$ cat src/hw/rtl/cies_pkg.sv
// Types, codes and vector table for the interrupt entry sequencer.
// No dependencies; imported by every module of the block.
package cies_pkg;

   localparam int CIES_QUEUE_DEPTH = 2;

   localparam logic [15:0] CIES_PAGE_ONE  = 16'h0100;
   localparam logic [15:0] CIES_PAGE_MASK = 16'h00ff;
   localparam logic [7:0]  CIES_BREAK_BIT = 8'h10;
   localparam logic [7:0]  CIES_EMU_BIT   = 8'h20;
   localparam logic [7:0]  CIES_DEC_BIT   = 8'h08;
   localparam logic [7:0]  CIES_IRQ_BIT   = 8'h04;

   localparam logic [3:0] CIES_CYC_NATIVE = 4'd8;
   localparam logic [3:0] CIES_CYC_EMU    = 4'd7;
   localparam logic [3:0] CIES_CYC_IDLE   = 4'd1;
   localparam logic [3:0] CIES_CYC_NONE   = 4'd0;

   // Push slots: bank, PC high, PC low, status; the final item follows.
   localparam logic [2:0] CIES_SLOT_BANK   = 3'd0;
   localparam logic [2:0] CIES_SLOT_PC_HI  = 3'd1;
   localparam logic [2:0] CIES_SLOT_PC_LO  = 3'd2;
   localparam logic [2:0] CIES_SLOT_STATUS = 3'd3;
   localparam logic [2:0] CIES_SLOT_FINAL  = 3'd4;

   typedef enum logic [2:0] {
      FUNC_BOUNDARY = 3'd0,
      FUNC_NMI_REQ  = 3'd1,
      FUNC_SET_IRQ  = 3'd2,
      FUNC_STOP     = 3'd3,
      FUNC_WAIT     = 3'd4,
      FUNC_CLEAR    = 3'd5,
      FUNC_SOFT     = 3'd6
   } cies_func_type;

   typedef enum logic [2:0] {
      ACT_EXECUTE  = 3'd0,
      ACT_NMI      = 3'd1,
      ACT_IRQ      = 3'd2,
      ACT_SOFT     = 3'd3,
      ACT_STOPPED  = 3'd4,
      ACT_WAITING  = 3'd5,
      ACT_ACCEPTED = 3'd6
   } cies_action_type;

   typedef enum logic [2:0] {
      SRC_BRK   = 3'd0,
      SRC_COP   = 3'd1,
      SRC_ABORT = 3'd2,
      SRC_NMI   = 3'd3,
      SRC_IRQ   = 3'd4
   } cies_src_type;

   typedef struct packed {
      logic [2:0]  func;
      logic        irq_level;
      logic [1:0]  soft_kind;
      logic        emulation;
      logic [7:0]  status_in;
      logic [15:0] stack_in;
      logic [15:0] pc_in;
      logic [7:0]  bank_in;
   } cies_req_type;

   typedef struct packed {
      logic        kind;
      logic [15:0] push_address;
      logic [7:0]  push_data;
      logic [2:0]  action;
      logic [15:0] vector_address;
      logic [15:0] stack_out;
      logic [7:0]  status_out;
      logic [3:0]  cycles_used;
      logic        last;
   } cies_rsp_type;

   // Decision handed from the front to the back.
   typedef struct packed {
      cies_action_type action;
      logic            entry;
      logic            emu;
      cies_src_type    src;
      logic [3:0]      cycles;
      logic [7:0]      status;
      logic [15:0]     stack;
      logic [15:0]     pc;
      logic [7:0]      bank;
   } cies_job_type;

   function automatic logic [15:0] cies_vector(input logic emu, input cies_src_type src);
      logic [15:0] vec;
      unique case (src)
         SRC_BRK:   vec = emu ? 16'hfffe : 16'hffe6;
         SRC_COP:   vec = emu ? 16'hfff4 : 16'hffe4;
         SRC_ABORT: vec = emu ? 16'hfff8 : 16'hffe8;
         SRC_NMI:   vec = emu ? 16'hfffa : 16'hffea;
         SRC_IRQ:   vec = emu ? 16'hfffe : 16'hffee;
         default:   vec = 16'h0000;
      endcase
      return vec;
   endfunction

endpackage

$ cat src/hw/rtl/cies_front.sv
// Front end: accepts events, keeps the interrupt and halt flags, classifies.
// Depends on cies_pkg; feeds decisions into cies_job_queue.
module cies_front import cies_pkg::*; (
   input  logic         clock,
   input  logic         reset,
   input  logic         accept,
   input  cies_req_type req,
   output cies_job_type job
);

   logic irq_line_ff, irq_line_in;
   logic nmi_ff, nmi_in;
   logic halted_ff, halted_in;
   logic wait_ff, wait_in;
   logic [3:0] hw_cyc;

   assign hw_cyc = req.emulation ? CIES_CYC_EMU : CIES_CYC_NATIVE;

   always_comb begin
      irq_line_in = irq_line_ff;
      nmi_in      = nmi_ff;
      halted_in   = halted_ff;
      wait_in     = wait_ff;
      job.action  = ACT_ACCEPTED;
      job.entry   = 1'b0;
      job.emu     = req.emulation;
      job.src     = SRC_BRK;
      job.cycles  = CIES_CYC_NONE;
      job.status  = req.status_in;
      job.stack   = req.stack_in;
      job.pc      = req.pc_in;
      job.bank    = req.bank_in;
      unique case (req.func)
         FUNC_BOUNDARY: begin
            priority if (nmi_ff) begin
               nmi_in     = 1'b0;
               wait_in    = 1'b0;
               halted_in  = 1'b0;
               job.action = ACT_NMI;
               job.entry  = 1'b1;
               job.src    = SRC_NMI;
               job.cycles = hw_cyc;
            end else if (halted_ff) begin
               job.action = ACT_STOPPED;
               job.cycles = CIES_CYC_IDLE;
            end else if (irq_line_ff && ((req.status_in & CIES_IRQ_BIT) == 8'h00)) begin
               wait_in    = 1'b0;
               job.action = ACT_IRQ;
               job.entry  = 1'b1;
               job.src    = SRC_IRQ;
               job.cycles = hw_cyc;
            end else if (wait_ff && !irq_line_ff) begin
               job.action = ACT_WAITING;
               job.cycles = CIES_CYC_IDLE;
            end else begin
               // A waiting core woken by the line resumes execution.
               wait_in    = 1'b0;
               job.action = ACT_EXECUTE;
            end
         end
         FUNC_NMI_REQ: begin
            nmi_in  = 1'b1;
            wait_in = 1'b0;
         end
         FUNC_SET_IRQ: begin
            if (req.irq_level && !irq_line_ff) begin
               wait_in = 1'b0;
            end
            irq_line_in = req.irq_level;
         end
         FUNC_STOP: halted_in = 1'b1;
         FUNC_WAIT: wait_in = 1'b1;
         FUNC_CLEAR: begin
            irq_line_in = 1'b0;
            nmi_in      = 1'b0;
            halted_in   = 1'b0;
            wait_in     = 1'b0;
         end
         FUNC_SOFT: begin
            if (req.soft_kind != 2'd3) begin
               job.action = ACT_SOFT;
               job.entry  = 1'b1;
               job.src    = cies_src_type'({1'b0, req.soft_kind});
            end
         end
         default: ;
      endcase
   end

   always_ff @(posedge clock) begin
      if (reset) begin
         irq_line_ff <= 1'b0;
         nmi_ff      <= 1'b0;
         halted_ff   <= 1'b0;
         wait_ff     <= 1'b0;
      end else if (accept) begin
         irq_line_ff <= irq_line_in;
         nmi_ff      <= nmi_in;
         halted_ff   <= halted_in;
         wait_ff     <= wait_in;
      end
   end

endmodule

$ cat src/hw/rtl/cies_job_queue.sv
// Short queue of decisions between the front and back ends.
// Depends on cies_pkg for the decision type.
module cies_job_queue import cies_pkg::*; #(
   parameter int DEPTH = CIES_QUEUE_DEPTH
) (
   input  logic         clock,
   input  logic         reset,
   input  logic         push,
   input  cies_job_type push_job,
   output logic         full,
   output logic         head_valid,
   output cies_job_type head_job,
   input  logic         pop
);

   localparam int PtrWidth = (DEPTH > 1) ? $clog2(DEPTH) : 1;
   localparam int CntWidth = $clog2(DEPTH + 1);

   cies_job_type          slot_ff [DEPTH];
   logic [PtrWidth-1:0]   wr_ptr_ff, wr_ptr_in;
   logic [PtrWidth-1:0]   rd_ptr_ff, rd_ptr_in;
   logic [CntWidth-1:0]   count_ff, count_in;
   logic                  do_push, do_pop;

   assign full       = (count_ff == CntWidth'(DEPTH));
   assign head_valid = (count_ff != '0);
   assign head_job   = slot_ff[rd_ptr_ff];
   assign do_push    = push && !full;
   assign do_pop     = pop && head_valid;

   always_comb begin
      wr_ptr_in = wr_ptr_ff;
      rd_ptr_in = rd_ptr_ff;
      count_in  = count_ff;
      if (do_push) begin
         wr_ptr_in = (wr_ptr_ff == PtrWidth'(DEPTH - 1)) ? '0 : wr_ptr_ff + PtrWidth'(1);
      end
      if (do_pop) begin
         rd_ptr_in = (rd_ptr_ff == PtrWidth'(DEPTH - 1)) ? '0 : rd_ptr_ff + PtrWidth'(1);
      end
      if (do_push && !do_pop) begin
         count_in = count_ff + CntWidth'(1);
      end else if (do_pop && !do_push) begin
         count_in = count_ff - CntWidth'(1);
      end
   end

   always_ff @(posedge clock) begin
      if (reset) begin
         wr_ptr_ff <= '0;
         rd_ptr_ff <= '0;
         count_ff  <= '0;
      end else begin
         wr_ptr_ff <= wr_ptr_in;
         rd_ptr_ff <= rd_ptr_in;
         count_ff  <= count_in;
      end
   end

   always_ff @(posedge clock) begin
      if (do_push) begin
         slot_ff[wr_ptr_ff] <= push_job;
      end
   end

endmodule

$ cat src/hw/rtl/cies_back.sv
// Back end: expands a decision into stack writes and a final item.
// Depends on cies_pkg; reads the head of cies_job_queue.
module cies_back import cies_pkg::*; (
   input  logic         clock,
   input  logic         reset,
   input  logic         head_valid,
   input  cies_job_type head_job,
   output logic         head_pop,
   output logic         rsp_empty,
   output cies_rsp_type rsp_data,
   input  logic         rsp_pop
);

   logic         out_valid_ff, out_valid_in;
   cies_rsp_type out_ff, out_in;
   logic [2:0]   pos_ff, pos_in;
   logic [15:0]  sp_ff, sp_in;
   logic [15:0]  cur_sp;
   logic [15:0]  next_sp;
   logic [2:0]   slot;
   logic [7:0]   pushed_p;
   logic         can_load;
   logic         is_final;

   assign can_load = !out_valid_ff || rsp_pop;
   assign cur_sp   = (pos_ff == 3'd0) ? head_job.stack : sp_ff;
   // Emulation skips the bank push.
   assign slot     = pos_ff + {2'b00, head_job.emu};
   assign is_final = !head_job.entry || (slot == CIES_SLOT_FINAL);
   assign next_sp  = head_job.emu
                   ? (CIES_PAGE_ONE | ((cur_sp - 16'd1) & CIES_PAGE_MASK))
                   : (cur_sp - 16'd1);

   always_comb begin
      pushed_p = head_job.status;
      if (head_job.emu) begin
         pushed_p = (head_job.status | CIES_EMU_BIT) & ~CIES_BREAK_BIT;
         if (head_job.src == SRC_BRK) begin
            pushed_p = pushed_p | CIES_BREAK_BIT;
         end
      end
   end

   always_comb begin
      out_in       = '0;
      out_valid_in = out_valid_ff && !rsp_pop;
      pos_in       = pos_ff;
      sp_in        = sp_ff;
      head_pop     = 1'b0;
      if (can_load && head_valid) begin
         out_valid_in = 1'b1;
         if (is_final) begin
            head_pop           = 1'b1;
            pos_in             = 3'd0;
            out_in.kind        = 1'b1;
            out_in.last        = 1'b1;
            out_in.action      = head_job.action;
            out_in.cycles_used = head_job.cycles;
            if (head_job.entry) begin
               out_in.vector_address = cies_vector(head_job.emu, head_job.src);
               out_in.stack_out      = cur_sp;
               out_in.status_out     = (head_job.status & ~CIES_DEC_BIT) | CIES_IRQ_BIT;
            end else begin
               out_in.stack_out  = head_job.stack;
               out_in.status_out = head_job.status;
            end
         end else begin
            pos_in              = pos_ff + 3'd1;
            sp_in               = next_sp;
            out_in.push_address = head_job.emu
                                ? (CIES_PAGE_ONE | (cur_sp & CIES_PAGE_MASK)) : cur_sp;
            unique case (slot)
               CIES_SLOT_BANK:   out_in.push_data = head_job.bank;
               CIES_SLOT_PC_HI:  out_in.push_data = head_job.pc[15:8];
               CIES_SLOT_PC_LO:  out_in.push_data = head_job.pc[7:0];
               CIES_SLOT_STATUS: out_in.push_data = pushed_p;
               default:          out_in.push_data = 8'h00;
            endcase
         end
      end
   end

   always_ff @(posedge clock) begin
      if (reset) begin
         out_valid_ff <= 1'b0;
         pos_ff       <= 3'd0;
      end else begin
         out_valid_ff <= out_valid_in;
         pos_ff       <= pos_in;
      end
   end

   always_ff @(posedge clock) begin
      sp_ff <= sp_in;
      if (can_load && head_valid) begin
         out_ff <= out_in;
      end
   end

   assign rsp_empty = !out_valid_ff;
   assign rsp_data  = out_ff;

endmodule

$ cat src/hw/rtl/cpu_interrupt_entry_sequencer_core.sv
// An event's result words pass the decision queue, then the back end's output register.
// Throughput: one event a cycle for events that answer with a single word, while the
// queue has room; an entry gives five result words in native mode and four in emulation,
// one word per cycle while the receiver pops. The decision queue decouples the two ends.
// Reset (synchronous, active high) clears the IRQ, NMI, stop and wait flags,
// empties the decision queue and the output register.
module cpu_interrupt_entry_sequencer_core import cies_pkg::*; #(
   parameter int QUEUE_DEPTH = CIES_QUEUE_DEPTH
) (
   input  logic         clock,
   input  logic         reset,
   input  logic         req_push,
   output logic         req_full,
   input  cies_req_type req_data,
   output logic         rsp_empty,
   input  logic         rsp_pop,
   output cies_rsp_type rsp_data
);

   cies_job_type front_job;
   cies_job_type head_job;
   logic         accept;
   logic         head_valid;
   logic         head_pop;

   assign accept = req_push && !req_full;

   cies_front u_front (
      .clock  (clock),
      .reset  (reset),
      .accept (accept),
      .req    (req_data),
      .job    (front_job)
   );

   cies_job_queue #(
      .DEPTH (QUEUE_DEPTH)
   ) u_queue (
      .clock      (clock),
      .reset      (reset),
      .push       (accept),
      .push_job   (front_job),
      .full       (req_full),
      .head_valid (head_valid),
      .head_job   (head_job),
      .pop        (head_pop)
   );

   cies_back u_back (
      .clock      (clock),
      .reset      (reset),
      .head_valid (head_valid),
      .head_job   (head_job),
      .head_pop   (head_pop),
      .rsp_empty  (rsp_empty),
      .rsp_data   (rsp_data),
      .rsp_pop    (rsp_pop)
   );

endmodule

$ cat config.mk
export PLATFORM = sky130hd
export DESIGN_NAME = cpu_interrupt_entry_sequencer_core
export DESIGN_NICKNAME = d
export VERILOG_FILES = /design/src/hw/rtl/cies_pkg.sv /design/src/hw/rtl/cies_front.sv /design/src/hw/rtl/cies_job_queue.sv /design/src/hw/rtl/cies_back.sv /design/src/hw/rtl/cpu_interrupt_entry_sequencer_core.sv
export SDC_FILE = /design/constraint.sdc
export NUM_CORES = 1
export LEC_CHECK = 0
export BUFFER_PORTS_ARGS = -buffer_cell sky130_fd_sc_hd__clkbuf_2
export CORE_MARGIN = 2
export CORE_UTILIZATION = 60
export CTS_BUF_LIST = sky130_fd_sc_hd__clkbuf_4 sky130_fd_sc_hd__clkbuf_8 sky130_fd_sc_hd__clkbuf_16
export CTS_CLUSTER_SIZE = 16
export DETAILED_ROUTE_END_ITERATION = 12
export GPL_ROUTABILITY_DRIVEN = 0
export PLACE_DENSITY = 0.81
export SLEW_MARGIN = 15
export SYNTH_ARGS = -nofsm -noshare
export SYNTH_HDL_FRONTEND = slang
export SYNTH_SLANG_ARGS = --single-unit
export TNS_END_PERCENT = 100
$ cat constraint.sdc
create_clock -name clock -period 10 [get_ports clock]
set_clock_uncertainty 0.1 [all_clocks]
set_input_delay 1 -clock clock [delete_from_list [all_inputs] [get_ports clock]]
set_output_delay 1 -clock clock [all_outputs]
set_load 0.02 [all_outputs]
* After elaboration in Yosys (flattened, before gate mapping)
Memories as Yosys holds them, arrays and structs flattened. A register that Yosys moved wholly into a read port is not among the register bits.
Cells that the tools add are included.
** Word-level totals
- Flip-flop bits (word level) :: 101
- Latch bits :: 0
- Memory bits (writable) :: 120
- Bits in read-only memories :: 0
- Input port bits :: 59
- Output and inout bits :: 75
- Logic and storage cells :: 144
- Memories kept :: 1
** Cells by class
- Add/sub/neg operators :: 7
- Multiply operators :: 0
- Div/mod/pow operators :: 0
- $lt $le $gt $ge :: 0
- Equality and inequality tests :: 20
- Shifts and indexed selects :: 0
- Multiplexer cells :: 53
- Bitwise logic cells :: 1
- Reductions and logical operators :: 40
** Memories
- u_queue.slot_ff :: words 2, bits a word 60, rd ports 1, clocked after Yosys merged registers in 1, write ports 1, RTL line cies_job_queue.sv:19 : cies_job_type slot_ff [DEPTH];
** Operators by type and width (number)
- 16-bit one-hot mux with 5 select lines :: 1
- 8-bit one-hot mux with 4 select lines :: 1
- 5-bit two-way mux :: 6
- 24-bit two-way mux :: 1
- 4-bit two-way mux :: 6
- 1-bit two-way mux :: 19
- 3-bit by 2-bit == test with 1-bit output, second input constant :: 6
- 3-bit two-way mux :: 6
- 16-bit two-way mux :: 1
- 16-bit by 1-bit subtractor with 16-bit output, second input constant :: 1
- 3-bit == test, second input constant :: 5
- 3-bit logical NOT :: 4
- 1-bit logical AND :: 10
- 3-bit by 1-bit == test with 1-bit output, second input constant :: 3
- 9-bit two-way mux :: 1
- 8-bit logical NOT :: 1
- 4-bit one-hot mux with 2 select lines :: 1
- 2-bit AND reduction :: 4
- 2-bit nonzero test :: 4
- 2-bit OR reduction :: 4
- 1-bit logical NOT :: 7
- 7-bit two-way mux :: 1
- 2-bit two-way mux :: 3
- 6-bit two-way mux :: 1
- other kinds (20) :: 24

* Logic depth before layout (Yosys ltp)
Gate-level depths: netlist (run 1).
- Depth in word-level cells :: 9
- Depth in mapped cells :: 14
- Depth with buffers taken out :: 12

* Modules after synthesis
From an unflattened synthesis (run 1), not the netlist that was laid out.
** Unflattened totals
- Cells, all modules :: 633
- Area total of the unflattened synthesis :: 9321.4 um^2
** By module, submodules not included
- cies_job_queue :: instances 1, cells each 212, area each 4534.3 um^2, sequential area each 3703.6 um^2
- cies_back :: instances 1, cells each 309, area each 3980.1 um^2, sequential area each 2392.3 um^2
- cies_front :: instances 1, cells each 111, area each 793.3 um^2, sequential area each 80.1 um^2
- cpu_interrupt_entry_sequencer_core :: instances 1, cells each 1, area each 13.8 um^2, sequential area each 0.0 um^2

* Least setup slack after synthesis (run 1)
No wires, ideal clock.
- Kind :: input to register
- Start point :: input port req_push
- End point :: memory u_queue.slot_ff[0][0] (netlist name), enable pin
- Setup time :: 476 ps
- Arrival :: 3560 ps
- Data required time :: 9424 ps
- Setup slack :: 5864 ps
- Stages on the path :: 2
- Path buffers :: 0
- Cells stage by stage :: nand2_1 > nor2_1
** Between the ends
- Cells in the longest elaborated chain, start to end :: 4
** RTL lines
- from (decl) :: RTL line cpu_interrupt_entry_sequencer_core.sv:12 : input logic req_push,
- 1-bit logical AND :: RTL line cpu_interrupt_entry_sequencer_core.sv:26 : assign accept = req_push && !req_full;
- 1-bit logical AND :: RTL line cies_job_queue.sv:28 : assign do_push = push && !full;
- 1-bit two-way mux :: RTL line cies_job_queue.sv:61 : if (do_push) begin
- 1-bit two-way mux (implied by the code) :: RTL line cies_job_queue.sv:62 : slot_ff[wr_ptr_ff] <= push_job;
- to (decl) :: RTL line cies_job_queue.sv:19
No other way between the ends.

==> implementation parameters, run 1 <==
Parameter                              Value

CTS
  CTS hold repair buffers ... 0
  Clock insertion delay at the later pin of the skew report ... 0.48 ns
  Post-cts resize count ... 0
  Clock slew at reported path FFs ... 0.06 ns
  Cell at the root of the clock tree ... clkbuf_16
  CTS Sinks ... 207
  Number of CTS-inserted buffers ... 20
  Post-CTS Setup Repair Bufs ... 0
  CTS max path bufs ... 3
  Clock tree from TritonCTS ... yes
  H-tree Lvls ... 1

Critical path
  Highest net fanout along the worst path ... 18
  Cells along the critical path ... mux2i_1, inv_2, ha_1, ha_1, xnor2_1, o31a_1, inv_1, nand2_1, ha_1, or3_1, a21oi_1
  Slack of the worst reg-to-reg path ... 5.77 ns
  Worst Setup Path Type ... register to register
  Data arrival time of the critical path ... 4.54 ns
  Slowest stage cell on the critical path ... mux2i_1
  Stages on the worst setup path ... 11
  Slowest Stage Delay on Critical Path ... 0.63 ns
  Destination of the worst register-to-register timing path ... u_queue.count_ff[1]
  Gate family responsible for the most delay along the worst path ... adder cells
  Required time reported for the critical path endpoint ... 10.31 ns
  Crit path capture type ... register
  Critical path buffers and inverters ... 2
  Worst-case reg-to-reg path depth ... 11
  Startpoint types ... register
  Most numerous cell on the critical path ... ha_1

Pwr
  Leakage power of the design ... 3.77 nW
  Total power divided by cell area ... 323 nW/µm²
  Total chip power ... 0.00324 W
  Maximum VDD drop ... 216 µV

Floorplan
  Area inside the core boundary ... 14000 µm²
  Area of the die ... 15400 µm²
  Initial core utilization ... 62.0%
  Die Y-Extent ... 124 µm
  I/O pins ... 134
  Floorplan die width ... 124 µm
  Number of core rows ... 43

Synth
  Number of standard cells after synthesis ... 581
  Fraction of post-synthesis cell area in the top cell type by area ... 67.2%
  Portion of the post-synthesis area used by sequential elements ... 70.2%
  Number of synthesized flops with an enable pin ... 194
  Mapped cell area ... 8670 µm²
  FFs w/ async S/R, synth ... 0%
  Synth Area per Inst ... 14.9 µm²
  Post-synth cell types ... 58
  Synth top area cells ... edfxtp_1 67%, mux2_2 3.2%, dfxtp_1 3.0%
  Leading area contributor after synthesis ... edfxtp_1
  Post-synth net total ... 646
  Ys flop type ... edfxtp_1
  Post-synthesis sequential element count ... 207
  Total of warnings raised by yosys ... 0

Placement
  Placed insts ... 863
  DP Worst Slack ... 5.85 ns
  DP HPWL ... 10500 µm
  Instance area at placement ... 9400 µm²
  Input/output buffers ... 132

STA
  Actual transition at the worst max-transition pin ... 0.960 ns
  Period utilization ... 42.3%
  Final critical path time including I/O delays and setup ... 4.23 ns
  Unrepaired setup endpoints after global routing ... no
  Max_slew headroom ... 35.9%
  PnR worst setup slack ... 5.77 ns
  Sum Neg Setup Slack ... 0 ns
  Slew Limit Fails ... 0
  Max Clock Freq ... 236 MHz
  Count of final hold-check violations ... 0
  Number of failing setup endpoints in the final timing report ... 0

Hold path
  Number of cells on the worst hold path ... 2
  Worst hold path type ... register to register
  Hold path startpoint ... u_front.wait_ff
  Endpoint of the worst hold-timing path ... u_front.wait_ff

Layout
  Commonest cells after routing, fill and taps aside ... 194 x edfxtp_1, 132 x clkbuf_2, 54 x nor2_1
  Final instance count without filler cells ... 898
  Multi-input gate area ... 2330 µm²
  Layout Cell Area excl Fill ... 10000 µm²
  Number of filler cells placed in the layout ... 931
  Total Nets Final ... 770
  Fraction of final layout cells sized beyond drive strength 1 ... 31.1%
  Ant diodes ... 0
  Sequential Area ... 6090 µm²
  Commonest non-fill, non-tap cell in the layout ... edfxtp_1
  Layout overhead on the synthesized area ... 15.8%

Detailed routing
  Total DRC errors in the routed layout ... 0
  Initial drt markers ... 440
  Vias per std cell ... 5.74
  Wirelength, routed ... 16400 µm
  Number of iterations in the first detailed-routing pass ... 5
  Overall via count from detail_route ... 5151
  Routed WL per cell ... 18.3 µm
  Final antenna-violating net count ... 0

Global route
  Pin count of the biggest net entering global routing ... 63
  Total congestion overflow after global routing ... 0
  Vias in the first global route ... 5059
  First-pass GRT wire length ... 25900 µm
  Combined global-route utilization of all metal layers ... 20.9%
  Number of antenna violations at the first check in global routing ... 0

Run
  Maximum Capacitance Violations ... 0

Outcome
  Status ... complete, no violations
[logic make-up after synthesis]
| family | share of synthesized area, % |
|---|---|
| flops | 70.2 |
| mux | 8.93 |
| simple gates | 9.29 |
| buf+inv | 3.10 |
| xor+xnor | 1.41 |
| compound gates | 6.16 |
| fa+ha+maj | 0.866 |
| other cells | 0.0432 |
[final cells by class]
cell class / instances / area share (%)
clock buffer: 28 / 5.82
clock inverter: 7 / 0.548
inverter: 14 / 0.523
multi-input combinational: 324 / 23.2
sequential: 207 / 60.6
tap: 180 / 2.24
timing repair buffer: 138 / 7.03
[layer usage]
metal / GRT usage [%] / wire length [µm] / share of wire, %
met1: 27.5 / 6660 / 41
met2: 36.5 / 8370 / 51
met3: 3.57 / 1050 / 6.4
met4: 5.09 / 331 / 2.0
met5: 0 / 0 / 0
[flip-flops by register name, summed over array words and instances, names as in the netlist, named ones only]
name                 count
u_queue.rd_ptr_ff        1
u_back.rsp_data         60
u_queue.slot_ff        118
u_front.halted_ff        1
u_back.sp_ff            16
u_front.wait_ff          1
u_queue.wr_ptr_ff        1
u_back.pos_ff            3
u_front.nmi_ff           1
u_back.out_valid_ff      1
u_queue.count_ff         2
u_front.irq_line_ff      1
[synth_stat cells, drive strengths merged (2+ instances only)]
library cell  number
nand4              4
mux2              31
a21o               3
a22oi              6
dfxtp             13
a31oi              2
or3                2
nor3b              2
and3               3
ha                 6
mux2i             30
buf               23
xor2               9
nand3             13
edfxtp           194
nor2              55
nor2b             10
nand2             28
a221oi            12
and2               6
nand4b             2
o21ai             25
clkbuf            13
nand2b            15
a21oi             25
nor3               8
xnor2              5
nor4               4
o22ai              5
inv               13
[stage by stage]
stage,utilization (%),hold slack (ns)
2_1_floorplan,-,0.356
3_3_place_gp,67.2,0.374
3_5_place_dp,67.2,0.391
4_1_cts,71.8,0.404
5_1_grt,71.8,0.413
6_report,71.8,0.396
[worst max-delay path by stage]
| stage | to | slack (ns) |
|---|---|---|
| 2_1_floorplan | u_queue.slot_ff[0][0] | 5.86 |
| 3_3_place_gp | u_queue.count_ff[1] | 6.04 |
| 3_5_place_dp | u_queue.count_ff[1] | 5.85 |
| 4_1_cts | u_queue.count_ff[1] | 5.77 |
| 5_1_grt | u_queue.count_ff[1] | 5.52 |
| 6_report | u_queue.count_ff[1] | 5.77 |
[tightest hold or removal path: cells and delay by family, from the launching register on]
| family | cells | cell delay, ns |
|---|---|---|
| DFF | 1 | 0.32 |
| muxes | 1 | 0.07 |
| and+or+nand+nor | 1 | 0.08 |
[where the power goes]
part	switching [W]	internal, W	total (W)
Clock	0.000292	0.000432	0.000725
Sequential	0.0000827	0.00127	0.00135
Combinational	0.000759	0.000401	0.00116
Total	0.00113	0.00210	0.00324
Power figures use the tool's default switching activity.
==> run 2: changes to the inputs <==
- CORE_UTILIZATION: 60 -> 57
- PLACE_DENSITY: 0.81 -> 0.77
- clock period: 10 -> 4.26 ns (I/O delays scaled with it)
==> run 2 against run 1 <==
Effect of this change: combinational power up 130%; sequential power grew 140%; utilization fell by 4.1 points; hold slack lost 0.37 ns; sequential share of layout area fell by 0.82 points; die area up 5.1%; global-route usage is 0.88 points lower; wire length did not move; cell count grew 1.3%; critical endpoint unchanged.
==> implementation parameters, run 2 (synthesis results as in run 1) <==
Parameter                              Value

Hold path
  Worst hold path type ... input port to register
  Endpoint of the worst hold-timing path ... u_queue.slot_ff[0][8]
  Hold path startpoint ... req_data[8]
  Number of cells on the worst hold path ... 1 (-1)

STA
  Slew Limit Fails ... 0 (unchanged)
  Max Clock Freq ... 281 MHz (+19%)
  Actual transition at the worst max-transition pin ... 1.11 ns (+0.153 ns)
  Worst Hold Slack ... 0.0255 ns (-0.370 ns)
  Sum Neg Setup Slack ... 0 ns (unchanged)
  Period utilization ... 83.4% (+41 points)
  PnR worst setup slack ... 0.706 ns (-5.06 ns)
  Max_slew headroom ... 25.6% (-10 points)
  Count of final hold-check violations ... 0 (unchanged)
  Final critical path time including I/O delays and setup ... 3.55 ns (-0.675 ns)
  Number of failing setup endpoints in the final timing report ... 0 (unchanged)
  Unrepaired setup endpoints after global routing ... no

CTS
  Post-cts resize count ... 0 (unchanged)
  Clock slew at reported path FFs ... 0.06 ns (about the same)
  Cell at the root of the clock tree ... clkbuf_16
  H-tree Lvls ... 1 (unchanged)
  CTS hold repair buffers ... 0 (unchanged)
  Clock tree from TritonCTS ... yes
  Post-CTS Setup Repair Bufs ... 0 (unchanged)
  CTS max path bufs ... 3 (unchanged)
  Number of CTS-inserted buffers ... 21 (+5.0%)
  CTS Sinks ... 207 (unchanged)
  Clock insertion delay at the later pin of the skew report ... 0.50 ns (+0.02 ns)

Pwr
  Net switching fraction of the power ... 34.0% (-0.98 points)
  Total chip power ... 0.00784 W (+140%)
  Portion of total power attributed to the clock network ... 24.8% (+2.4 points)
  Maximum VDD drop ... 467 µV (+120%)
  Fraction of power consumed by sequential logic ... 40.7% (-1.1 points)
  Leakage power of the design ... 3.83 nW (+1.6%)
  Design internal power ... 0.00517 W (+150%)
  Total power divided by cell area ... 770 nW/µm² (+140%)
  Net load switching power ... 0.00267 W (+140%)
  Combinational power share ... 34.6% (-1.2 points)

Critical path
  Data arrival time of the critical path ... 3.88 ns (-0.66 ns)
  Required time reported for the critical path endpoint ... 4.58 ns (-5.73 ns)
  Slowest Stage Delay on Critical Path ... 0.53 ns (-0.10 ns)
  Startpoint types ... register
  Crit path capture type ... register
  Slack of the worst reg-to-reg path ... 0.71 ns (-5.06 ns)
  Slowest stage cell on the critical path ... dfxtp_2
  Destination of the worst register-to-register timing path ... u_queue.count_ff[1]
  Cells along the critical path ... mux2i_1, inv_2, ha_1, ha_1, o31a_1, buf_4, inv_1, buf_4, nand2_1, ha_1, or3_1, a21oi_1
  Worst Setup Path Type ... register to register
  Highest net fanout along the worst path ... 18 (unchanged)
  Worst-case reg-to-reg path depth ... 12 (+1)
  Most numerous cell on the critical path ... ha_1

Layout
  Fraction of final layout cells sized beyond drive strength 1 ... 31.6% (+0.52 points)
  Layout Cell Area excl Fill ... 10200 µm² (+1.4%)
  Largest register by flop count ... u_queue.slot_ff
  Largest register FFs ... 118 (unchanged)
  Commonest non-fill, non-tap cell in the layout ... edfxtp_1
  Commonest cells after routing, fill and taps aside ... 194 x edfxtp_1, 132 x clkbuf_2, 54 x nor2_1
  Layout overhead on the synthesized area ... 17.4%
  Ant diodes ... 0 (unchanged)
  Total Nets Final ... 775 (+0.65%)

Floorplan
  Area of the die ... 16200 µm² (+5.1%)
  I/O pins ... 134 (unchanged)
  Initial core utilization ... 57.7% (-4.3 points)
  Area inside the core boundary ... 15000 µm² (+7.5%)
  Floorplan die width ... 127 µm (+2.5%)
  Die Y-Extent ... 127 µm (+2.5%)
  Number of core rows ... 45 (+4.7%)

Detailed routing
  Routed WL per cell ... 18.0 µm (-1.3%)
  Total DRC errors in the routed layout ... 0 (unchanged)
  Initial drt markers ... 324 (-26%)
  Vias per std cell ... 5.60 (-2.3%)
  Overall via count from detail_route ... 5098 (-1.0%)
  Final antenna-violating net count ... 0 (unchanged)
  Wirelength, routed ... 16400 µm (unchanged)
  Number of iterations in the first detailed-routing pass ... 5 (unchanged)

Placement
  Input/output buffers ... 132 (unchanged)
  DP Worst Slack ... 0.717 ns (-5.13 ns)
  DP HPWL ... 10900 µm (+3.4%)
  Instance area at placement ... 9450 µm² (+0.48%)

Global route
  Combined global-route utilization of all metal layers ... 20.0% (-0.88 points)
  Vias in the first global route ... 4929 (-2.6%)
  First-pass GRT wire length ... 25300 µm (-2.1%)
  Total congestion overflow after global routing ... 0 (unchanged)
  Pin count of the biggest net entering global routing ... 63 (unchanged)
  Number of antenna violations at the first check in global routing ... 0 (unchanged)

Run
  Maximum Capacitance Violations ... 0 (unchanged)

Outcome
  Status ... complete, no violations
==> run 2: changes by cell type in the layout (fill, tap and decap cells not counted) <==
cell       previous run  this run
buf_4                 6        10
bufinv_16             1         5
clkbuf_4              6         3
clkinv_2              2         1
nor3b_1               2         1
nor3b_2               0         1
==> run 2: metrics by stage <==
step | std cells | utilization (%)
6_report | 910 | 67.7
5_1_grt | 910 | 67.7
4_1_cts | 910 | 67.7
3_5_place_dp | 875 | 62.8
3_3_place_gp | 875 | 62.8
2_1_floorplan | 581 | -
==> run 2: final cells by class <==
type | instances | area, µm²
fillers | 1009 | 4860
repair buffers | 142 | 736
clock inverters | 10 | 170
multi-input cells | 324 | 2330
inverters | 14 | 52.6
flip-flops and latches | 207 | 6090
well taps | 188 | 235
clock buffers | 25 | 562
==> run 2: metal layers <==
| metal | global-route usage (%) | vias up | share of wire, % |
|---|---|---|---|
| met5 | 0 | - | 0 |
| met1 | 27.6 | 2461 | 44 |
| met2 | 33.2 | 182 | 49 |
| met3 | 3.31 | 28 | 5.7 |
| li1 | - | 2427 | - |
| met4 | 5.88 | 0 | 1.8 |
==> run 2: worst max-delay path by stage <==
stage | from | end
after floorplan | u_queue.count_ff[0] | u_queue.slot_ff[0][0]
after detailed placement | register | u_queue.count_ff[1]
final | register | u_queue.count_ff[1]
after CTS | register | u_queue.count_ff[1]
after global placement | register | u_back.rsp_data[50]
after global routing | register | u_queue.count_ff[1]
==> run 2: power groups by stage <==
stage	Clock, W	Sequential [W]	Combinational (W)
6_report	0.00194	0.00319	0.00271
5_1_grt	0.00205	0.00323	0.00293
4_1_cts	0.00197	0.00319	0.00272
3_5_place_dp	0	0.00323	0.00270
3_3_place_gp	0	0.00321	0.00263
2_1_floorplan	0	0.00356	0.00167
==> run 2: critical path, delay by kind of cell (launching register included) <==
family / cells / cell delay [ns]
adders and majority gates: 3 / 0.96
and+or+nand+nor: 2 / 0.52
buffers and inverters: 4 / 0.60
muxes: 1 / 0.30
DFF: 1 / 0.53
AOI/OAI and AO/OA: 2 / 0.48
